==> config.mk <==
export PLATFORM = sky130hd
export DESIGN_NAME = ckinv_ctrl
export DESIGN_NICKNAME = d
export VERILOG_FILES = /design/src/hdl/ckinv_pkg.sv /design/src/hdl/ckinv_ctrl.sv
export SDC_FILE = /design/constraint.sdc
export NUM_CORES = 1
export LEC_CHECK = 0
export BUFFER_PORTS_ARGS = -buffer_cell sky130_fd_sc_hd__buf_2
export CAP_MARGIN = 20
export CORE_AREA = 2 2 39 41
export CTS_CLUSTER_SIZE = 25
export DETAILED_ROUTE_END_ITERATION = 10
export DIE_AREA = 0 0 41 43
export GPL_ROUTABILITY_DRIVEN = 0
export PLACE_DENSITY_LB_ADDON = 0.12
export SYNTH_ARGS = -nofsm -noshare
export SYNTH_HDL_FRONTEND = slang
export SYNTH_SLANG_ARGS = --single-unit
==> constraint.sdc <==
create_clock -name clk -period 1.4 [get_ports clk]
set_input_delay 0.07 -clock clk [delete_from_list [all_inputs] [get_ports clk]]
set_output_delay 0.07 -clock clk [all_outputs]
set_load 0.01 [all_outputs]
==> src/hdl/ckinv_pkg.sv <==
// Shared constants, types and control structs for the chroma key smoothing block.
package ckinv_pkg;

  localparam int LINE_MAX  = 1024;
  localparam int ROWS_MAX  = 4096;
  localparam int WIN_DEPTH = 2 * LINE_MAX + 2;
  localparam int AW        = $clog2(WIN_DEPTH);
  localparam int PIX_W     = 24;
  localparam int IDX_W     = $clog2(LINE_MAX * ROWS_MAX + 1);
  localparam int LW_W      = 11;
  localparam int FH_W      = 13;
  localparam int PEND_W    = 11;
  localparam int NORM_W    = $clog2(IDX_W);
  localparam int CFGI_W    = 3;
  localparam int CFGD_W    = 13;

  // register indexes
  localparam logic [CFGI_W-1:0] CFG_KEY_CB       = 3'd0;
  localparam logic [CFGI_W-1:0] CFG_KEY_CR       = 3'd1;
  localparam logic [CFGI_W-1:0] CFG_ANGLE_TAN    = 3'd2;
  localparam logic [CFGI_W-1:0] CFG_MIN_ACC      = 3'd3;
  localparam logic [CFGI_W-1:0] CFG_LINE_WIDTH   = 3'd4;
  localparam logic [CFGI_W-1:0] CFG_FRAME_HEIGHT = 3'd5;

  localparam logic CMD_PIXEL = 1'b0;
  localparam logic CMD_FLUSH = 1'b1;

  localparam logic [7:0]  RST_KEY_CB = 8'd0;
  localparam logic [7:0]  RST_KEY_CR = 8'd127;
  localparam logic [9:0]  RST_TAN    = 10'd85;
  localparam logic [2:0]  RST_MIN    = 3'd1;
  localparam logic [LW_W-1:0] RST_LW = 11'd640;
  localparam logic [FH_W-1:0] RST_FH = 13'd480;
  localparam logic [IDX_W-1:0] RST_N = IDX_W'(640 * 480);

  // floor(x/5) = (x*13108)>>16 for x up to 5*255
  localparam logic [13:0] RECIP5 = 14'd13108;

  typedef enum logic [2:0] {TAP_C, TAP_L, TAP_R, TAP_D, TAP_U} tap_t;

  typedef enum logic [2:0] {ST_IDLE, ST_READ, ST_WAIT, ST_FIN, ST_NMUL, ST_NDIV} state_t;

  typedef struct packed {
    logic take;
    logic cfg_we;
    logic rd_en;
    tap_t tap;
    logic norm_mul;
    logic norm_step;
    logic load_out;
  } ckinv_cmd_t;

  typedef struct packed {
    logic emit;
    logic acc_done;
    logic norm_last;
    logic out_busy;
  } ckinv_sts_t;

endpackage

==> src/hdl/ckinv_ctrl.sv <==
// Controller state machine: item intake, neighbour reads, result hand-off, frame size update.
module ckinv_ctrl (
  input  logic                          clk,
  input  logic                          rst_n,
  input  logic                          in_valid,
  output logic                          in_stall,
  input  logic                          cfg_valid,
  output logic                          cfg_ready,
  input  logic [ckinv_pkg::CFGI_W-1:0]  cfg_index,
  input  ckinv_pkg::ckinv_sts_t         sts,
  output ckinv_pkg::ckinv_cmd_t         cmd
);
  import ckinv_pkg::*;

  state_t state_r, state_nxt;
  tap_t   tap_r, tap_nxt;
  logic   take, cfg_we, size_wr;

  assign cfg_ready = (state_r == ST_IDLE);
  assign in_stall  = (state_r != ST_IDLE) || cfg_valid;
  assign take      = (state_r == ST_IDLE) && in_valid && !cfg_valid;
  assign cfg_we    = cfg_valid && cfg_ready;
  assign size_wr   = cfg_we && ((cfg_index == CFG_LINE_WIDTH) ||
                                (cfg_index == CFG_FRAME_HEIGHT));

  always_ff @(posedge clk) begin
    if (!rst_n) begin
      state_r <= ST_IDLE;
      tap_r   <= TAP_C;
    end else begin
      state_r <= state_nxt;
      tap_r   <= tap_nxt;
    end
  end

  always_comb begin
    state_nxt = state_r;
    tap_nxt   = tap_r;
    unique case (state_r)
      ST_IDLE: begin
        tap_nxt = TAP_C;
        if (size_wr) begin
          state_nxt = ST_NMUL;
        end else if (take && sts.emit) begin
          state_nxt = ST_READ;
        end
      end
      ST_READ: begin
        if (tap_r == TAP_U) begin
          state_nxt = ST_WAIT;
        end else begin
          tap_nxt = tap_t'(tap_r + 3'd1);
        end
      end
      ST_WAIT: if (sts.acc_done) state_nxt = ST_FIN;
      ST_FIN:  if (!sts.out_busy) state_nxt = ST_IDLE;
      ST_NMUL: state_nxt = ST_NDIV;
      ST_NDIV: if (sts.norm_last) state_nxt = ST_IDLE;
      default: state_nxt = ST_IDLE;
    endcase
  end

  always_comb begin
    cmd           = '0;
    cmd.take      = take;
    cmd.cfg_we    = cfg_we;
    cmd.tap       = tap_r;
    unique case (state_r)
      ST_READ: cmd.rd_en     = 1'b1;
      ST_FIN:  cmd.load_out  = !sts.out_busy;
      ST_NMUL: cmd.norm_mul  = 1'b1;
      ST_NDIV: cmd.norm_step = 1'b1;
      default: ;
    endcase
  end

endmodule

; ---- Yosys cells after proc, flatten, opt, wreduce, memory -nomap -nowiden
; Index checks and enable logic that the tools add are counted.
[totals]
out_inout_bits = 11
input_bits = 11
wordCells = 44
register_bits = 6
[op_classes]
add_sub_neg = 1
n_mux = 13
eq_ne = 14
n_reduce_logical = 14
[op_table]
columns = op, count
row1 = 3-bit 2-to-1 mux, 7
row2 = 3-bit case mux with 6 select lines, 1
row3 = 3-bit equality test (second input constant), 5
row4 = 2-bit != test (second input constant), 5
row5 = 3-bit by 2-bit equality test with 1-bit output (second input constant), 2
row6 = 3-bit case mux with 2 select lines, 1
row7 = 1-bit logical AND, 5
row8 = 5-bit AND reduction, 1
row9 = 1-bit 2-to-1 mux, 4
row10 = 3-bit by 1-bit adder with 3-bit output (second input constant), 1
row11 = 3-bit by 1-bit equality test with 1-bit output (second input constant), 1
row12 = 3-bit logical NOT, 1
row13 = 3-bit by 1-bit != test with 1-bit output (second input constant), 1
row14 = 3-bit nonzero test, 1
row15 = 1-bit logical NOT, 2
row16 = 1-bit logical OR, 2
row17 = 2-bit AND reduction, 1
row18 = 2-bit nonzero test, 1

; ---- Longest topological paths before layout
[logic_depth]
ltp_word = 7
mapped_depth = 6
depth_no_buf = 6

; ---- Worst setup path after synthesis
; No wires, ideal clock.
[synth_path]
path_type = reg2reg
from = register tap_r[0]
to = register state_r[0]
stages_incl_launch_ff = 7
t_arrival_ns = 1.533
setup_time_ns = 0.066
n_path_buf = 0
slack_ns = -0.199
required_time_ns = 1.334
cell_sequence = dfxtp_1 -> inv_1 -> ha_1 -> nand2_1 -> o2111a_1 -> or4_1 -> a21boi_2
[synth_via]
elab_chain_cells = 3
[synth_lines]
columns = item, line
row1 = "start, declared", ckinv_ctrl.sv:16  ; tap_t tap_r, tap_nxt;
row2 = "start signal, assigned", ckinv_ctrl.sv:32  ; tap_r <= tap_nxt;
row3 = 3-bit equality test, ckinv_ctrl.sv:49  ; if (tap_r == TAP_U) begin
row4 = 2-bit != test (no line), --
row5 = 5-bit AND reduction (no line), --
row6 = "end signal, assigned", ckinv_ctrl.sv:31  ; state_r <= state_nxt;
row7 = "end, declared", ckinv_ctrl.sv:15  ; state_t state_r, state_nxt;
; No other way between the ends.
; A chain may end at the register's enable or synchronous reset.

==> summary.md <==
| Metric | Value |
|---|---|
| P_int | `about 1100 µW` |
| Die area | `roughly 1800 µm²` |
| Synthesis-stage register bit count | `6` |
| Total Wirelength | `between 1 and 1.5 mm` |
| Worst Hold Class | `in2reg` |
| Synth warn | `0` |
| Post-Place Worst Slack | `-0.0667 ns` |
| CP max FO | `6` |
| FF/Latch Area | `~130 µm²` |
| Max Cap Viol | `0` |
| Multi-input logic area | `around 370 µm²` |
| Final net count | `about 110` |
| Post-Syn Area | `approximately 500 µm²` |
| CTS tree | `done` |
| Total track usage | `between 15 and 20%` |
| H-Tree Depth | `1` |
| Remaining DRCs | `0` |
| Tmin final | `approximately 1.5 ns` |
| Post-synth top area cell | `dfxtp_1` |
| Leakage power | `between 0.0004 and 0.0005 µW` |
| Library cells used by synthesis | `32` |
| Final antenna-violating net count | `0` |
| Row count | `14` |
| I/O Buffers | `20` |
| Final worst path period share | `108%` |
| Vias | `between 500 and 600` |
| Initial Util | `35.4%` |
| Clock root buffer | `clkbuf_4` |
| Most frequent CP cell | `buf_6` |
| Initial antenna violation count | `0` |
| Avg WL per Cell | `11.3 µm` |
| P_sw | `about 650 µW` |
| Clock-pin slew on the worst setup and hold paths | `approximately 0.050 ns` |
| Ranking of synthesized cells by area | `dfxtp_1 (25%), nand2_1 (6.1%), a311oi_4 (5.4%), ha_1 (5.1%), inv_1 (3.8%)` |
| First-pass detailed-route iteration total | `4` |
| Syn Nets | `74` |
| Setup crit start kind | `flop` |
| Post-route setup slack | `-0.110 ns` |
| I/O Pins | `22` |
| Clk_lat worst skew | `between 0.2 and 0.25 ns` |
| Final setup fails | `7` |
| Run status | `finished, violations left` |
| Dpl hpwl | `around 930 µm` |
| CTS Buf Count | `3` |
| Fill count | `140` |
| RSZ-0062 raised after global routing | `yes` |
| Sw frac | `a little under two fifths` |
| Core area | `1380 µm²` |
| Comb pwr share | `between 70% and 80%` |
| Vias in the first global route | `527` |
| Die Height | `~43 µm` |
| Worst slew margin | `roughly four fifths` |
| Bufs on Longest Clock Path | `2` |
| Fin. Hold Viols | `0` |
| Synthesized area per cell | `roughly 8.0 µm²` |
| Clock Skews | `0.00171 ns` |
| CP Class | `reg2out` |
| Finished Cell Area | `between 800 and 900 µm²` |
| Failing checks | `negative setup slack` |
| GRT overflow | `0` |
| Least-Margin Pin Slew | `slightly above 0.3 ns` |
| Critical path's largest stage delay | `0.40 ns` |
| Placed Area | `roughly 700 µm²` |
| Worst Setup End Kind | `output port` |
| Slowest library cell on the worst path | `or3_4` |
| Sequential power share | `~17%` |
| Share of cells above drive strength 1 | `about two thirds` |
| Seq/Total Area, Yosys | `about 25%` |
| Maximum VDD drop | `about 1.1 mV` |
| Clk pwr share | `10.1%` |
| First-pass GRT wire length | `around 2.2 mm` |
| Crit path DAT | `1.44 ns` |
| Clk sink count | `6` |
| Required @ worst endpoint | `roughly 1.3 ns` |
| Yosys top cell area share | `24.6%` |
| Max-slew violations | `0` |
| Starting DRT DRC Count | `9` |
| Diodes inserted | `0` |
| Die width | `41 µm` |
| Cells after Synth | `a little over 60` |
| Max Freq | `662 MHz` |
| Via/cell ratio | `roughly 4.8` |
| Largest net degree at the start of global routing | `9` |
| Power Density | `slightly above 2000 nW/µm²` |
| Synth-to-layout area growth | `73.4%` |
| CP cell instances | `or3_4 > buf_6 > inv_4 > and3_4 > buf_6` |
per-layer routing:
layer  up-vias  share of wire [%]  global-route usage [%]  routed length (µm)
met5         -                  0                       0                   0
met4         0                  0                    2.00                   0
met3         0                5.3                    9.42                  69
met2        11                 52                    28.7                 676
met1       250                 42                    22.4                 549
li1        292                  -                       -                   -
kinds of logic after synthesis:
family,count (synthesis),share of synthesized area [%]
buffers and inverters,10,11.3
adders and majority gates,2,5.11
and+or+nand+nor,30,35.6
AOI/OAI and AO/OA,13,23.5
DFF,6,24.6
power groups by stage:
stage	clock network [µW]	registers [µW]	logic (µW)
finish	175	291	1270
global route	207	301	1390
CTS	181	295	1060
detailed placement	0	284	864
global placement	0	282	865
floorplan	0	270	640
worst max-delay path: cells and delay by family (launching register included):
| kind | cells | cell delay [ns] |
|---|---|---|
| buffers and inverters | 3 | 0.27 |
| flip-flops | 1 | 0.35 |
| AND/OR/NAND/NOR | 2 | 0.57 |
cells in the final DEF (no fill, tap or decap), drive strengths merged:
| master | n |
|---|---|
| nor2 | 4 |
| ha | 2 |
| nand3 | 2 |
| o21ai | 1 |
| nor4 | 1 |
| o21a | 1 |
| a21boi | 3 |
| inv | 5 |
| or2 | 1 |
| a211o | 1 |
| a311oi | 1 |
| nand2 | 8 |
| or4 | 2 |
| dfxtp | 6 |
| and4b | 1 |
| o2111a | 1 |
| and3b | 1 |
| or3 | 1 |
| buf | 39 |
| clkbuf | 4 |
| a21oi | 3 |
| nor3 | 1 |
| and2 | 1 |
| or2b | 1 |
| nor3b | 3 |
| o31ai | 2 |
| and3 | 3 |
synth_stat cells (all sizes together):
master  n
a311oi  1
dfxtp   6
and4b   1
nor3    1
buf     5
a21oi   3
or4     2
o31ai   2
ha      2
and3b   1
and3    3
a211o   1
and2    1
o21ai   1
nor3b   3
o2111a  1
nor4    1
or2b    1
nand2   8
nor2    4
inv     5
nand3   2
o21a    1
or3     1
a21boi  3
or2     1
flip-flops by register name (all words and copies together), names as in the netlist:
register  flops
state_r       3
tap_r         3
area by class of cell:
| cell class | count | share of cell area (%) |
|---|---|---|
| Multi-Input combinational cell | 45 | 43.7 |
| Timing Repair Buffer | 39 | 32.6 |
| Sequential cell | 6 | 15.8 |
| Clock buffer | 4 | 3.10 |
| Inverter | 5 | 2.51 |
| Tap cell | 16 | 2.36 |
stage by stage:
step                utilization [%]  TNS, ns  instances  hold slack (ns)  total power [µW]
CTS                            55.6   -0.369        112            0.107              1530
global placement               50.7   -0.127        105            0.364              1150
global route                   61.3   -0.906        115            0.101              1890
detailed placement             50.7   -0.200        105            0.369              1150
floorplan                         -   -0.102         61            0.187               911
finish                         61.3   -0.457        115            0.113              1740
final timing paths:
check | slack (ns) | startpoint | endpoint | depth (start not counted)
max | -0.11 | state_r[0]$_SDFFE_PN0P_ | cmd[8] | 5
min | 0.11 | rst_n | tap_r[0]$_SDFFE_PN0P_ | 2
max reg2reg | -0.11 | state_r[0]$_SDFFE_PN0P_ | state_r[0]$_SDFFE_PN0P_ | 5
min reg2reg | 0.60 | tap_r[1]$_SDFFE_PN0P_ | tap_r[1]$_SDFFE_PN0P_ | 3
repair_timing:
item                                    4_1_cts  5_1_grt
gates cloned                                  0        0
resized for setup                             7       15
buffers inserted                              3        3
hold buffers                                  0        0
endpoints found under the setup margin        8        9
pin swaps                                     5        4
hold endpoints to repair                      0        0
Note: power is estimated with default switching activity, not from simulation.
